$ cat config.mk
export PLATFORM = sky130hd
export DESIGN_NAME = mss_merge
export DESIGN_NICKNAME = d
export VERILOG_FILES = /design/src/hw/rtl/mss_pkg.sv /design/src/hw/rtl/mss_merge.sv
export SDC_FILE = /design/constraint.sdc
export NUM_CORES = 1
export LEC_CHECK = 0
export BUFFER_PORTS_ARGS = -buffer_cell sky130_fd_sc_hd__buf_2
export CAP_MARGIN = 20
export CORE_AREA = 2 2 193 195
export DETAILED_ROUTE_END_ITERATION = 6
export DIE_AREA = 0 0 195 197
export GPL_ROUTABILITY_DRIVEN = 1
export PLACE_DENSITY = 0.63
export SETUP_SLACK_MARGIN = 0.2
export SLEW_MARGIN = 20
export SYNTH_ARGS = -nofsm -noshare
export SYNTH_HDL_FRONTEND = slang
export SYNTH_SLANG_ARGS = --single-unit
$ cat constraint.sdc
create_clock -name vclk -period 8.6
set_clock_uncertainty 0.15 [all_clocks]
set_input_delay 0.86 -clock vclk [all_inputs]
set_output_delay 0.86 -clock vclk [all_outputs]
set_load 0.1 [all_outputs]
$ cat src/hw/rtl/mss_pkg.sv
// ----------------------------------------------------------------------------
// mss_pkg
// Shared types and constants for the maximum segment sum tree.
// ----------------------------------------------------------------------------
package mss_pkg;

   // Width of the reported segment sum
   localparam int unsigned SUM_BITS = 41;

   // Sequencer states
   typedef enum logic [1:0] {
      ST_CLEAR,
      ST_IDLE,
      ST_CLIMB
   } state_type;

endpackage

$ cat src/hw/rtl/mss_merge.sv
// ----------------------------------------------------------------------------
// mss_merge
// Combine two child nodes into their parent: total, best prefix, best suffix
// and best segment, with the empty segment counting as zero.
// ----------------------------------------------------------------------------
module mss_merge import mss_pkg::*; #(
   parameter int unsigned NODE_BITS = 42
) (
   input  logic [4*NODE_BITS-1:0] left_node,
   input  logic [4*NODE_BITS-1:0] right_node,
   output logic [4*NODE_BITS-1:0] parent_node
);

   logic signed [NODE_BITS-1:0] l_tot, l_pre, l_suf, l_seg;
   logic signed [NODE_BITS-1:0] r_tot, r_pre, r_suf, r_seg;
   logic signed [NODE_BITS-1:0] p_tot, p_pre, p_suf, p_seg;
   logic signed [NODE_BITS-1:0] pre_span, suf_span, mid_span, child_seg;

   // Unpack {total, prefix, suffix, segment}
   assign {l_tot, l_pre, l_suf, l_seg} = left_node;
   assign {r_tot, r_pre, r_suf, r_seg} = right_node;

   // Candidate sums that span the split point
   assign pre_span = l_tot + r_pre;
   assign suf_span = r_tot + l_suf;
   assign mid_span = l_suf + r_pre;

   // Pick the best of each
   assign p_tot     = l_tot + r_tot;
   assign p_pre     = (pre_span > l_pre) ? pre_span : l_pre;
   assign p_suf     = (suf_span > r_suf) ? suf_span : r_suf;
   assign child_seg = (r_seg > l_seg) ? r_seg : l_seg;
   assign p_seg     = (mid_span > child_seg) ? mid_span : child_seg;

   assign parent_node = {p_tot, p_pre, p_suf, p_seg};

endmodule

==> qor.txt, run 1 <==
Gate power share: 100.0%
Post-Layout Cell Count: 2949
Setup Fix Bufs, Post-CTS: 0
Max-slew headroom: 53.0%
CORE AREA: 36300 µm²
Synth unique cells: 75
Io pins: 504
Syn_nets: 2686
# nets final: 3146
CP Launch Type: input port
Top Layer Used: met5
Dpl hpwl: 57100 µm
CP endpoint kind: output port
Hold buffers post-CTS: 0
Vias/cell: 5.83
DR WL met3: 3730 µm
Final Slew Violations: 0
Initial antenna violation count: 14
Largest net degree at the start of global routing: 71
Pleak: 9.43 nW
Cell family with most CP delay: simple AND/OR/NAND/NOR gates
WHS Path Cells: 3
Final Power: 0.00468 W
Wire per inst: 21.5 µm
Placed cells: 2940
Arr. time, crit path: 6.91 ns
Die Ht: 197 µm
Status: finished clean
Vias: 17200
Max stage delay on crit path: 0.66 ns
Tightest Pin Transition: 0.699 ns
Num sequential: 0
Worst-case hold slack: 2.06 ns
Total routed wirelength: 63400 µm
Fillers: 3755
Cell Rows: 70
Post-CTS sizing: 0
Initial cell density of the core: 40.0%
Sequential share of the synthesized area: 0%
Fmax: 126 MHz
Post-Synthesis Cell Area: 14500 µm²
DRT met1 WL: 27900 µm
Iteration-0 DRC Markers: 997
Gate Count Post-Synth: 2014
Most frequent cells in the layout: buf_2 (464), ha_1 (332), a21oi_1 (231)
Period utilization: 92.0%
Crit-path slowest cell: or4b_2
Drt pass-1 iters: 5
Post-place setup slack: 0.676 ns
Clock buffer cells: 0
Worst min path class: input port to output port
Met2 WL: 29900 µm
Synth warn: 0
RSZ-0062 raised after global routing: no
P&R area growth vs syn: 25.0%
Share of cells above drive strength 1: 25.7%
# DRC: 0
Die W: 195 µm
Switching Fraction: 72.5%
All-Layer GR Usage: 30.8%
Vias in the first global route: 16600
Global-route wire length before repair: 93500 µm
Fin Setup TNS: 0 ns
Die area: 38400 µm²
Worst vdd ir: 0.230 mV
Register area: 0 µm²
Crit path depth: 23
Buf+Inv Stages, Crit Path: 5
IO Port Bufs: 504
Cell Int Power: 0.00128 W
Minimum clock period: 7.92 ns
Post-DRT Antenna Nets: 0
CP max FO: 15
Global route total overflow: 0
Critical Setup Path Class: input port to output port
Final number of setup-violating endpoints: 0
Most common cell after layout, fill and taps aside: buf_2
Setup ws final: 0.685 ns
PD cells: 258 nW/µm²
Clk pwr share: 0%
Switching power: 0.00339 W
Max-Cap Viols: 0
Syn Area/Cell: 7.20 µm²
Share of power burned in registers: 0%
Cell repeated most along the worst path: buf_4
Worst EP required: 7.59 ns
Placer's final routability congestion estimate: 1.02
Critical path, cell by cell: buf_2 > ha_1 > o21ai_0 > o21ai_0 > or4b_2 > nand3_2 > a211oi_1 > o21ai_2 > a21oi_1 > nor4_1 > o22ai_1 > buf_4 > ha_1 > nand4_1 > or2_2 > nor4_1 > buf_4 > a21oi_1 > nor2b_1 > o221ai_4 > buf_4 > mux2_2 > buf_2
Final hold violations: 0
==> cell usage after synthesis, types with 51 or more instances <==
| master | n | area [µm²] |
|---|---|---|
| ha_1 | 332 | 4150 |
| a21oi_1 | 231 | 1160 |
| inv_1 | 183 | 687 |
| nor2_1 | 139 | 522 |
| o21ai_0 | 133 | 666 |
| nand2_1 | 126 | 473 |
| xnor2_1 | 101 | 885 |
| a21o_1 | 91 | 683 |
| mux2_2 | 91 | 1020 |
| xor2_1 | 53 | 464 |
| nand4_1 | 52 | 325 |
| nand3_1 | 51 | 255 |
==> final timing paths <==
path         endpoint      startpoint
min   parent_node[60]  right_node[60]
max   parent_node[92]  left_node[128]
==> tightest hold or removal path, cell delays in order <==
cell,delay [ns]
buf_2,0.09
mux2_2,0.20
buf_12,0.19
==> cell families after synthesis <==
| logic type | Yosys count | share of synthesized area [%] |
|---|---|---|
| simple gates | 495 | 16.4 |
| compound gates | 648 | 28.1 |
| fa+ha+maj | 336 | 29.2 |
| mux | 141 | 10.5 |
| xor+xnor | 154 | 9.30 |
| buf+inv | 240 | 6.45 |
==> layer usage <==
layer  GRT usage (%)  up-vias
met4            8.28       10
li1                -     8369
met3            3.15       97
met1            39.9     8024
met5               0        -
met2            54.4      687
==> cell type report <==
| cell class | instances | area [µm²] | area share, % |
|---|---|---|---|
| tap | 468 | 586 | 3.23 |
| inverter | 183 | 687 | 3.79 |
| timing repair buffer | 515 | 3240 | 17.9 |
| antenna | 9 | 22.5 | 0.124 |
| multi-input combinational | 1774 | 13600 | 75.0 |
==> stage by stage <==
stage	area, µm²	util (%)
floorplan	14500	-
global placement	18100	50.0
detailed placement	18100	50.0
CTS	18100	50.0
global route	18100	50.0
finish	18100	50.0
==> power by group through the flow <==
| stage | clock, W | sequential (W) | combinational [W] |
|---|---|---|---|
| final | 0.000000000140 | 0 | 0.00468 |
| after global routing | 0.000000000125 | 0 | 0.00488 |
| after CTS | 0 | 0 | 0.00466 |
| after detailed placement | 0 | 0 | 0.00465 |
| after global placement | 0 | 0 | 0.00463 |
| after floorplan | 0 | 0 | 0.00348 |
(Power assumes the default switching activity.)
==> inputs of run 2 (changes only) <==
==> constraint.sdc (replaced) <==
create_clock -name vclk -period 8.6
set_clock_uncertainty 0.15 [all_clocks]
set_input_delay 1.72 -clock vclk [all_inputs]
set_output_delay 1.72 -clock vclk [all_outputs]
set_load 0.1 [all_outputs]
==> run 2 against run 1 <==
Compared with the run above: the flow now finishes with violations (setup timing); worst hold slack better by 1.6 ns; via count up 7.5%; combinational power up 34%; clock-buffer cell count unchanged; first-iteration DRC count down 2.0%; non-clock buffer count up 265; largest cell class unchanged; global-route usage up 2.5 points; total power up 34%; core utilization up 15 points; sequential share of layout area unchanged.
==> qor.txt, run 2 (synthesized netlist as in run 1, its figures left out) <==
Drt pass-1 iters: 6
IO Port Bufs: 504
Largest net degree at the start of global routing: 25
P&R area growth vs syn: 63.1%
Minimum clock period: 8.75 ns
Fillers: 3095
Post-DRT Antenna Nets: 0
Fmax: 114 MHz
Cell Int Power: 0.00245 W
RSZ-0062 raised after global routing: yes
Most frequent cells in the layout: buf_2 (365), ha_1 (315), buf_4 (235)
PD cells: 266 nW/µm²
Final Slew Violations: 0
Arr. time, crit path: 6.88 ns
Worst EP required: 6.73 ns
Gate power share: 100.0%
Worst vdd ir: 0.257 mV
Worst hold start: left_node[92]
Final hold violations: 0
Global route total overflow: 0
Clk pwr share: 0%
All-Layer GR Usage: 33.3%
Worst-case hold slack: 3.69 ns
Initial cell density of the core: 40.0%
Cell Rows: 70
Initial antenna violation count: 19
Hold path endpoint: parent_node[92]
Share of cells above drive strength 1: 38.9%
Most common cell after layout, fill and taps aside: buf_2
Period utilization: 102%
Io pins: 504
Max-slew headroom: 50.3%
Final number of setup-violating endpoints: 84
# nets final: 3412
Tightest Pin Transition: 0.740 ns
Vias in the first global route: 18500
Vias/cell: 5.73
Pleak: 11.9 nW
WHS Path Cells: 3
Total routed wirelength: 68600 µm
Wire per inst: 21.3 µm
CORE AREA: 36300 µm²
Placed cells: 3149
Register area: 0 µm²
Final core utilization: 65.2%
Num sequential: 0
CP endpoint kind: output port
Clock buffer cells: 0
Worst min path class: input port to output port
Critical Setup Path Class: input port to output port
Switching power: 0.00384 W
Iteration-0 DRC Markers: 977
# DRC: 0
Dpl hpwl: 59200 µm
Die Ht: 197 µm
Setup ws final: -0.148 ns
Status: finished with violations
Max-Cap Viols: 0
Switching Fraction: 61.1%
Share of power burned in registers: 0%
Die W: 195 µm
Hold buffers post-CTS: 0
Failing checks: setup timing
Placer's final routability congestion estimate: 1.03
Die area: 38400 µm²
CP Launch Type: input port
CP max FO: 8
Post-Layout Cell Count: 3223
Global-route wire length before repair: 101000 µm
Multi-input combinational cell area: 15300 µm²
Vias: 18500
run 2: cell types whose count changed in the layout (fill, tap and decap cells not counted), sizes merged:
cell    delta
nand2      +1
diode      +8
buf      +263
clkbuf     +2
run 2: timing repair:
action	4_1_cts	5_1_grt
pin swaps	53	39
gates resized for setup	169	160
cloned	7	2
setup endpoints to repair	126	126
setup buffers	25	23
run 2: layer usage:
metal / track usage (%) / up-vias / share of wire [%]
li1: - / 8927 / -
met5: 0 / - / 0.042
met2: 60.6 / 689 / 49
met1: 41.1 / 8716 / 42
met4: 11.9 / 4 / 3.9
met3: 2.67 / 135 / 5.5
run 2: cell type report:
type,instances,area share [%]
well taps,468,2.48
multi-input cells,1775,64.8
inverters,183,2.90
diodes,17,0.180
repair buffers,780,29.6
run 2: critical path: stages:
cell	delay, ns
buf_8	0.10
buf_6	0.11
buf_6	0.10
ha_4	0.15
fa_2	0.34
a21o_1	0.19
a221oi_2	0.29
or4b_4	0.21
a21boi_4	0.06
a31o_4	0.25
a31oi_4	0.30
o2111ai_2	0.16
a21oi_2	0.15
xor2_1	0.20
inv_1	0.10
ha_4	0.27
nand2_2	0.05
or3_4	0.40
nor3_4	0.17
nand3_2	0.10
o211a_1	0.26
mux2_4	0.36
nand2_8	0.14
buf_12	0.16
buf_12	0.13
nor2_4	0.04
a21oi_4	0.15
buf_12	0.19
run 2: worst max path at each step:
stage / startpoint / to / cells past startpoint
after floorplan: left_node[42] / parent_node[10] / 23
after global placement: right_node[87] / parent_node[102] / 23
after detailed placement: right_node[87] / parent_node[102] / 23
after CTS: left_node[42] / parent_node[9] / 27
after global routing: left_node[42] / parent_node[9] / 28
final: left_node[42] / parent_node[9] / 28
run 2: power groups by stage:
stage	Combinational (W)	Sequential, W	Clock, W
floorplan	0.00370	0	0
global placement	0.00562	0	0
detailed placement	0.00566	0	0
CTS	0.00601	0	0
global route	0.00652	0	0.000000000249
finish	0.00628	0	0.000000000265
run 2: per-stage QoR:
| stage | setup TNS (ns) | cell area (µm²) | power, W | setup slack [ns] |
|---|---|---|---|---|
| after global placement | -28.36 | 21600 | 0.00562 | -0.355 |
| after global routing | -26.29 | 23600 | 0.00652 | -0.384 |
| final | -7.36 | 23700 | 0.00628 | -0.148 |
| after CTS | -5.13 | 22700 | 0.00601 | -0.136 |
| after floorplan | 0 | 15100 | 0.00370 | 0.194 |
| after detailed placement | -34.69 | 21600 | 0.00566 | -0.385 |
